===== src/rtl/wrr_pkg.sv =====
// Package: shared types and constants for the weighted round-robin unit picker.
`timescale 1ns / 1ps
`default_nettype none
package wrr_pkg;
	localparam int MAX_UNITS_DEF      = 16;
	localparam int USE_COUNT_BITS_DEF = 16;
	localparam int TIME_W             = 32;
	localparam int MGR_W              = 8;
	localparam int SLOT_W             = 4;
	localparam int STATUS_W           = 3;

	localparam logic CMD_REGISTER = 1'b0;
	localparam logic CMD_PICK     = 1'b1;

	localparam logic [STATUS_W-1:0] ST_GRANTED     = 3'd0;
	localparam logic [STATUS_W-1:0] ST_NONE        = 3'd1;
	localparam logic [STATUS_W-1:0] ST_REGISTERED  = 3'd2;
	localparam logic [STATUS_W-1:0] ST_UNSUPPORTED = 3'd3;
	localparam logic [STATUS_W-1:0] ST_FULL        = 3'd4;

	// Request from sequencer to the multiply-compare unit
	typedef struct packed {
		logic        start;
		logic [31:0] uses;
		logic [31:0] tval;
		logic [31:0] limit;
	} mul_req_t;

	// Response from the multiply-compare unit
	typedef struct packed {
		logic done;
		logic ge;
	} mul_rsp_t;
endpackage
`default_nettype wire


===== src/rtl/wrr_mulcmp.sv =====
// Shared unit: decides uses * time >= limit with two 32x16 partial products.
`timescale 1ns / 1ps
`default_nettype none
module wrr_mulcmp (
	input  wire logic             clk,
	input  wire logic             arst_n,
	input  wire wrr_pkg::mul_req_t req,
	output wrr_pkg::mul_rsp_t     rsp
);
	typedef enum logic [1:0] {M_IDLE, M_LO, M_HI, M_DONE} mstate_t;
	mstate_t     state_q;
	logic [31:0] uses_q, tval_q, limit_q;
	logic [63:0] acc_q;
	logic [47:0] pp;

	// One 32x16 partial product per cycle
	assign pp = (state_q == M_LO) ? (48'(tval_q) * 48'(uses_q[15:0]))
	                              : (48'(tval_q) * 48'(uses_q[31:16]));

	always_ff @(posedge clk or negedge arst_n) begin
		if (!arst_n) begin
			state_q <= M_IDLE;
		end else begin
			unique case (state_q)
				M_IDLE: if (req.start) state_q <= M_LO;
				M_LO:   state_q <= M_HI;
				M_HI:   state_q <= M_DONE;
				M_DONE: state_q <= M_IDLE;
				default: state_q <= M_IDLE;
			endcase
		end
	end

	always_ff @(posedge clk) begin
		if (state_q == M_IDLE && req.start) begin
			uses_q  <= req.uses;
			tval_q  <= req.tval;
			limit_q <= req.limit;
			acc_q   <= '0;
		end else if (state_q == M_LO) begin
			acc_q <= 64'(pp);
		end else if (state_q == M_HI) begin
			acc_q <= acc_q + {pp, 16'd0};
		end
	end

	assign rsp.done = (state_q == M_DONE);
	assign rsp.ge   = (acc_q >= 64'(limit_q));
endmodule
`default_nettype wire


===== src/rtl/weighted_round_robin_unit_picker_unit.sv =====
// Top level: unit table, command sequencer and result register.
// A register command walks the sorted table one entry per cycle to find its place, then
// shifts the tail up one entry per cycle and writes the new entry. A pick walks the
// table per allowed kind: one pass for the slowest time, up to two scan passes and one
// clear pass, plus a multiply-compare in the shared unit for the granted entry; a kind
// with no grant falls through to the next allowed kind, if there is one. Every
// transaction also passes through an accept state and the output stage. The block takes
// no new transaction until the result has been delivered; the result register holds
// while stalled.
`timescale 1ns / 1ps
`default_nettype none
module weighted_round_robin_unit_picker_unit #(
	parameter int MAX_UNITS      = wrr_pkg::MAX_UNITS_DEF,
	parameter int USE_COUNT_BITS = wrr_pkg::USE_COUNT_BITS_DEF
) (
	input  wire logic                           clk,
	input  wire logic                           arst_n,
	input  wire logic                           in_valid,
	output logic                                in_stall,
	input  wire logic                           command,
	input  wire logic [1:0]                     unit_kind,
	input  wire logic [wrr_pkg::TIME_W-1:0]     job_time,
	input  wire logic [wrr_pkg::MGR_W-1:0]      manager_id,
	input  wire logic [wrr_pkg::SLOT_W-1:0]     unit_slot,
	input  wire logic                           first_kind,
	input  wire logic                           second_kind,
	input  wire logic [1:0]                     kind_count,
	output logic                                out_valid,
	input  wire logic                           out_stall,
	output logic [wrr_pkg::STATUS_W-1:0]        status,
	output logic [wrr_pkg::MGR_W-1:0]           granted_manager,
	output logic [wrr_pkg::SLOT_W-1:0]          granted_slot,
	output logic                                granted_kind
);
	localparam int IW = (MAX_UNITS > 1) ? $clog2(MAX_UNITS) : 1;
	localparam int CW = $clog2(MAX_UNITS + 1);
	localparam logic [USE_COUNT_BITS-1:0] USE_MAX = '1;

	typedef enum logic [3:0] {
		S_IDLE, S_FIND, S_SHIFT, S_SLOW, S_SCAN, S_MUL, S_CLEAR, S_NEXT, S_OUT
	} state_t;

	// Entry table (flip-flops, one per entry)
	logic [MAX_UNITS-1:0]      valid_q, kind_q, resv_q;
	logic [31:0]               time_q [MAX_UNITS];
	logic [7:0]                mgr_q  [MAX_UNITS];
	logic [3:0]                slot_q [MAX_UNITS];
	logic [USE_COUNT_BITS-1:0] uses_q [MAX_UNITS];
	logic [CW-1:0]             count_q;

	state_t        state_q;
	logic [CW-1:0] idx_q, pos_q;
	logic          kind_sel_q, k1_q, pass_q, tried_q, two_q, any_q;
	logic          ukind_q;
	logic [31:0]   jtime_q, slow_q;
	logic [7:0]    jmgr_q;
	logic [3:0]    jslot_q;
	logic [IW-1:0] g_q;
	logic [USE_COUNT_BITS-1:0] nuse_q;

	wrr_pkg::mul_req_t mreq;
	wrr_pkg::mul_rsp_t mrsp;

	logic [IW-1:0] ix, ixm1;
	logic          match;
	assign ix    = idx_q[IW-1:0];
	assign ixm1  = IW'(idx_q - CW'(1));
	assign match = (idx_q < count_q) && valid_q[ix] && (kind_q[ix] == kind_sel_q);

	assign in_stall = (state_q != S_IDLE);

	// Shared multiply-compare request for the granted entry
	always_comb begin
		mreq.start = (state_q == S_MUL) && !any_q;
		mreq.uses  = 32'(nuse_q);
		mreq.tval  = time_q[g_q];
		mreq.limit = slow_q;
	end

	wrr_mulcmp u_mul (.clk(clk), .arst_n(arst_n), .req(mreq), .rsp(mrsp));

	// Sequencer and table updates
	always_ff @(posedge clk or negedge arst_n) begin
		if (!arst_n) begin
			state_q   <= S_IDLE;
			valid_q   <= '0;
			resv_q    <= '0;
			count_q   <= '0;
			out_valid <= 1'b0;
			any_q     <= 1'b0;
			for (int i = 0; i < MAX_UNITS; i++) uses_q[i] <= '0;
		end else begin
			unique case (state_q)
				S_IDLE: if (in_valid) begin
					ukind_q <= unit_kind[0]; jtime_q <= job_time;
					jmgr_q <= manager_id; jslot_q <= unit_slot;
					kind_sel_q <= first_kind; k1_q <= second_kind;
					two_q <= kind_count[1]; idx_q <= '0; slow_q <= '0;
					any_q <= 1'b0; pass_q <= 1'b0; tried_q <= 1'b0;
					if (command == wrr_pkg::CMD_REGISTER) begin
						if (unit_kind[1]) begin
							status <= wrr_pkg::ST_UNSUPPORTED; state_q <= S_OUT;
						end else if (count_q >= CW'(MAX_UNITS)) begin
							status <= wrr_pkg::ST_FULL; state_q <= S_OUT;
						end else state_q <= S_FIND;
					end else if (kind_count == 2'd0) begin
						status <= wrr_pkg::ST_NONE; state_q <= S_OUT;
					end else state_q <= S_SLOW;
					granted_manager <= '0; granted_slot <= '0; granted_kind <= 1'b0;
				end
				S_FIND: begin
					if (idx_q < count_q && time_q[ix] <= jtime_q) idx_q <= idx_q + CW'(1);
					else begin
						pos_q <= idx_q; idx_q <= count_q; state_q <= S_SHIFT;
					end
				end
				S_SHIFT: begin
					if (idx_q > pos_q) begin
						valid_q[ix] <= valid_q[ixm1]; kind_q[ix] <= kind_q[ixm1];
						time_q[ix] <= time_q[ixm1]; mgr_q[ix] <= mgr_q[ixm1];
						slot_q[ix] <= slot_q[ixm1]; uses_q[ix] <= uses_q[ixm1];
						resv_q[ix] <= resv_q[ixm1];
						idx_q <= idx_q - CW'(1);
					end else begin
						valid_q[ix] <= 1'b1; kind_q[ix] <= ukind_q;
						time_q[ix] <= jtime_q; mgr_q[ix] <= jmgr_q;
						slot_q[ix] <= jslot_q; uses_q[ix] <= '0; resv_q[ix] <= 1'b0;
						count_q <= count_q + CW'(1);
						status <= wrr_pkg::ST_REGISTERED; state_q <= S_OUT;
					end
				end
				S_SLOW: begin
					if (idx_q < count_q) begin
						if (match) begin
							any_q <= 1'b1;
							if (time_q[ix] > slow_q) slow_q <= time_q[ix];
						end
						idx_q <= idx_q + CW'(1);
					end else begin
						idx_q <= '0;
						state_q <= any_q ? S_SCAN : S_NEXT;
					end
				end
				S_SCAN: begin
					if (idx_q < count_q) begin
						if (match && !resv_q[ix]) begin
							g_q <= ix;
							nuse_q <= (uses_q[ix] < USE_MAX) ? uses_q[ix] + 1'b1 : uses_q[ix];
							any_q <= 1'b0;
							state_q <= S_MUL;
						end else idx_q <= idx_q + CW'(1);
					end else if (!pass_q) begin
						idx_q <= '0; state_q <= S_CLEAR;
					end else state_q <= S_NEXT;
				end
				S_CLEAR: begin
					if (idx_q < count_q) begin
						if (match) begin resv_q[ix] <= 1'b0; uses_q[ix] <= '0; end
						idx_q <= idx_q + CW'(1);
					end else begin
						idx_q <= '0; pass_q <= 1'b1; state_q <= S_SCAN;
					end
				end
				S_MUL: begin
					any_q <= 1'b1;
					if (mrsp.done) begin
						uses_q[g_q] <= nuse_q;
						if (time_q[g_q] != 32'd0 && mrsp.ge) resv_q[g_q] <= 1'b1;
						status <= wrr_pkg::ST_GRANTED;
						granted_manager <= mgr_q[g_q]; granted_slot <= slot_q[g_q];
						granted_kind <= kind_q[g_q];
						state_q <= S_OUT;
					end
				end
				S_NEXT: begin
					if (two_q && !tried_q) begin
						tried_q <= 1'b1; kind_sel_q <= k1_q; idx_q <= '0;
						slow_q <= '0; any_q <= 1'b0; pass_q <= 1'b0; state_q <= S_SLOW;
					end else begin
						status <= wrr_pkg::ST_NONE; state_q <= S_OUT;
					end
				end
				S_OUT: begin
					if (!out_valid) out_valid <= 1'b1;
					else if (!out_stall) begin out_valid <= 1'b0; state_q <= S_IDLE; end
				end
				default: state_q <= S_IDLE;
			endcase
		end
	end

	// Checks
	a_count_max: assert property (@(posedge clk) disable iff (!arst_n)
		count_q <= CW'(MAX_UNITS)) else $error("entry count overflow");
	a_out_only_done: assert property (@(posedge clk) disable iff (!arst_n)
		out_valid |-> state_q == S_OUT) else $error("result outside output state");
	a_grant_zero: assert property (@(posedge clk) disable iff (!arst_n)
		out_valid && status != wrr_pkg::ST_GRANTED |-> granted_manager == '0)
		else $error("nonzero grant fields");
	a_busy_stall: assert property (@(posedge clk) disable iff (!arst_n)
		out_valid |-> in_stall) else $error("input taken while result pending");
endmodule
`default_nettype wire

===== config.mk =====
export PLATFORM = sky130hd
export DESIGN_NAME = weighted_round_robin_unit_picker_unit
export DESIGN_NICKNAME = d
export VERILOG_FILES = /design/src/rtl/wrr_pkg.sv /design/src/rtl/wrr_mulcmp.sv /design/src/rtl/weighted_round_robin_unit_picker_unit.sv
export SDC_FILE = /design/constraint.sdc
export NUM_CORES = 2
export LEC_CHECK = 0
export BUFFER_PORTS_ARGS = -buffer_cell sky130_fd_sc_hd__buf_4
export CAP_MARGIN = 20
export CORE_ASPECT_RATIO = 0.5
export CORE_MARGIN = 5
export CORE_UTILIZATION = 35
export CTS_BUF_LIST = sky130_fd_sc_hd__clkbuf_4
export CTS_CLUSTER_DIAMETER = 60
export DETAILED_ROUTE_END_ITERATION = 7
export PLACE_DENSITY = 0.55
export RECOVER_POWER = 25
export SYNTH_ARGS = -nofsm -noshare
export SYNTH_HDL_FRONTEND = slang
export SYNTH_SLANG_ARGS = --single-unit

===== constraint.sdc =====
create_clock -name clk -period 11.7 [get_ports clk]
set_input_delay 2.34 -clock clk [delete_from_list [all_inputs] [get_ports clk]]
set_output_delay 2.34 -clock clk [all_outputs]
set_load 0.005 [all_outputs]

==> results.txt <==
----------------------------------------------------
[Outcome]
  Status ... finished with violations
  Violated checks ... DRC, capacitance limit, slew limit

[Worst setup path]
  End of the worst register-to-register path ... u_mul.acc_q[63]
  Internal reg-to-reg setup slack ... 2.12 ns
  Cell mode on critical path ... sky130_fd_sc_hd__clkbuf_1
  Max stage delay cell, worst path ... sky130_fd_sc_hd__clkbuf_1
  Setup CP Type ... primary input to register
  Number of cells traversed by the worst register-to-register path ... 32
  Reg-to-reg critical path startpoint ... u_mul.uses_q[2]
  Setup crit start ... arst_n
  Required @ worst endpoint ... 12.50 ns
  Crit-path cells ... clkbuf_1, nand2_1, clkbuf_1, nor2_4, clkbuf_1, buf_4
  Crit path arrival time ... 10.73 ns
  Kind of start point of the critical path ... primary input
  Type of destination of the critical path ... register
  Largest stage delay, worst path ... 3.65 ns
  Largest fanout of any net on the critical path ... 89

[Place]
  Placed Area ... 92800 µm²
  PortBufs ... 72
  Detailed placement HPWL ... 185000 µm
  Number of cells after detailed placement ... 9907
  GPL Wtd Cong ... 0.888

[Layout]
  Nets ... 7651
  Commonest non-fill, non-tap cell in the layout ... sky130_fd_sc_hd__edfxtp_1
  Finished layout cell area ... 97000 µm²
  Synth-to-layout area growth ... 9.27%
  Post-layout instance count excluding filler cells ... 10509
  Highest-count cells in the layout ignoring fill and taps ... sky130_fd_sc_hd__edfxtp_1, sky130_fd_sc_hd__mux4_2, sky130_fd_sc_hd__inv_1, sky130_fd_sc_hd__nand2_1, sky130_fd_sc_hd__clkbuf_4
  Fraction of final layout cells with drive strength greater than 1 ... 23.0%

[Pwr]
  Leakage dissipation ... 36.7 nW
  Pwr Density ... 237 nW/µm²
  Worst vdd ir ... 0.326 mV

[Clock tree]
  Clock-pin slew on the worst setup and hold paths ... 0.08 ns
  Worst-skew pair later-pin latency ... 1.28 ns
  Max H-tree Level ... 5
  Clock Root Buffer ... sky130_fd_sc_hd__clkbuf_4
  Post-CTS Hold Fix Bufs ... 0
  Buffer depth of the longest clock path ... 4
  CTS sink count ... 1301
  Num CTS Buffers ... 338
  Post-cts repair resize count ... 0
  TritonCTS clock tree ... built
  Post-CTS Setup Bufs ... 0

[Global route]
  First-pass GRT wire length ... 431000 µm
  Maximum number of pins on one net before global-route repair ... 154
  Residual overflow from global routing ... 0
  Total routing resource utilization after global routing ... 21.5%
  Initial antenna violation count ... 14
  Via count of the first global-routing pass ... 63443

[STA]
  Maximum frequency from static timing analysis ... 101 MHz
  Final setup violation count ... 0
  Post-layout min period ... 9.93 ns
  Worst Max-Slew Pin Slew ... 5.31 ns
  Total count of hold-check failures in the final report ... 0
  Setup tns final ... 0 ns
  Final worst path period share ... 84.9%
  Headroom to the max-slew limit ... -254%
  Worst-case clock skew ... 0.167 ns
  Final Slew Violations ... 987
  Unrepaired setup endpoints after global routing ... false

[Synth]
  Register bit count reported by yosys ... 1301
  Avg Synthesized Cell Area ... 12.9 µm²
  Synth async-reset ratio ... 23.1%
  Share of synthesized area occupied by flip-flops and latches ... 41.5%
  Top FF cell, synth ... sky130_fd_sc_hd__edfxtp_1
  Count of yosys warnings during synthesis ... 0
  Count of flip-flops with a built-in enable after synthesis ... 928
  Number of distinct library cells after synthesis ... 77
  Instance count of the mapped netlist ... 6866
  Synthesized net count ... 7623
  Combined area of all synthesized cells ... 88800 µm²

[Detailed routing]
  Remaining number of nets flagged by the antenna check after routing ... 0
  WL per Instance ... 27.6 µm
  Vias post-DR ... 63362
  Vias per cell ... 6.03
  TritonRoute pass-1 iters ... 8
  Iteration-0 DRC count of the detailed router ... 7635
  Aggregate routed wire length ... 290000 µm
  Post-route DRC ... 1

[Die]
  Overall die width ... 722 µm
  Effective utilization at floorplan ... 35.3%
  Die H ... 366 µm
  Total Die Area ... 265000 µm²
  Placeable Area ... 252000 µm²
  Number of placement rows ... 130
  Top-Level Pins ... 73

[Hold path]
  Type of the most critical hold path ... register to register
  Critical hold path startpoint ... slow_q[9]
  Capture endpoint of the worst hold path ... u_mul.limit_q[9]
  Cells on Worst Hold Path ... 0

[Run]
  Max capacitance violation total ... 26

----------------------------------------------------
## per-layer routing
metal  part of all wire [%]  vias to the layer above  wire length [µm]  global-route usage, %
met5                 0.0090                        -                26                      0
met4                    2.6                        4              7460                   6.18
met3                     10                      482             29100                   5.05
met2                     45                     3603            132000                   32.8
met1                     42                    33031            121000                   30.5
li1                       -                    26242                 -                      -
## power breakdown
part           internal [mW]  switching, mW  total, mW  leakage, nW
sequential              6.71          0.390       7.10         13.2
clock                   2.11           2.03       4.14         2.56
combinational           4.43           7.33       11.8         20.9
## worst max-delay path: cells and delay by family
family | cells | cell delay (ns)
and+or+nand+nor | 2 | 0.87
buffers and inverters | 4 | 7.45
## registers in the layout, indices dropped and copies added (netlist names), 4 cells and up, named ones only
name / count
u_mul.acc_q: 63
slow_q: 32
u_mul.tval_q: 32
idx_q: 5
pos_q: 5
granted_manager: 8
resv_q: 16
slot_q: 64
time_q: 512
mgr_q: 128
uses_q: 256
nuse_q: 16
u_mul.uses_q: 16
jslot_q: 4
count_q: 5
g_q: 4
jtime_q: 32
jmgr_q: 8
kind_q: 16
granted_slot: 4
valid_q: 16
u_mul.limit_q: 32
state_q: 4
## synthesized netlist by cell type, drive strengths merged, types with 97 or more instances
master,count,area (µm²)
ha,283,3540
o21ai,518,2630
fa,419,8390
edfxtp,928,27900
nand2,534,2000
mux4,785,17700
inv,600,2250
a21o,97,728
buf,151,767
clkbuf,360,1350
dfrtp,301,7530
a21oi,204,1200
a22oi,258,1940
nor2,212,798
a22o,258,2260
and2,261,1630
## final cells by class
class,count,area [µm²]
diodes,7,17.5
flip-flops and latches,1301,36900
clock inverters,81,527
inverters,600,2250
repair buffers,199,1480
clock buffers,501,3760
fillers,24103,155000
well taps,3366,4210
multi-input cells,4454,47900
## metrics by stage
| stage | hold slack [ns] | power (mW) | setup slack (ns) | util [%] |
|---|---|---|---|---|
| 2_1_floorplan | 0.424 | 15.2 | 2.33 | - |
| 3_3_place_gp | 0.434 | 18.8 | 2.25 | 36.9 |
| 3_5_place_dp | 0.435 | 18.8 | 2.26 | 36.9 |
| 4_1_cts | 0.445 | 23.0 | 2.29 | 38.6 |
| 5_1_grt | 0.465 | 24.3 | 0.971 | 38.5 |
| 6_report | 0.450 | 23.0 | 1.77 | 38.5 |
## worst max path at each step
stage	to	slack [ns]	cells past startpoint
after floorplan	slow_q[0]	2.33	13
after global placement	u_mul.acc_q[63]	2.25	32
after detailed placement	u_mul.acc_q[63]	2.26	32
after CTS	u_mul.acc_q[63]	2.29	32
after global routing	time_q[14][10]	0.97	6
final	time_q[14][10]	1.77	6
## kinds of logic (layout without fill, tap and decap cells)
logic type	Yosys count	after routing	share of synthesized area, %
adders and majority gates	702	702	13.4
and+or+nand+nor	1269	1269	6.77
DFF	1301	1301	41.5
muxes	879	879	21.0
AOI/OAI and AO/OA	1510	1510	11.4
other	0	7	0
buffers and inverters	1111	1381	4.92
xor gates and xnor gates	94	94	0.927
No activity file was read; power rests on OpenSTA's default activity.
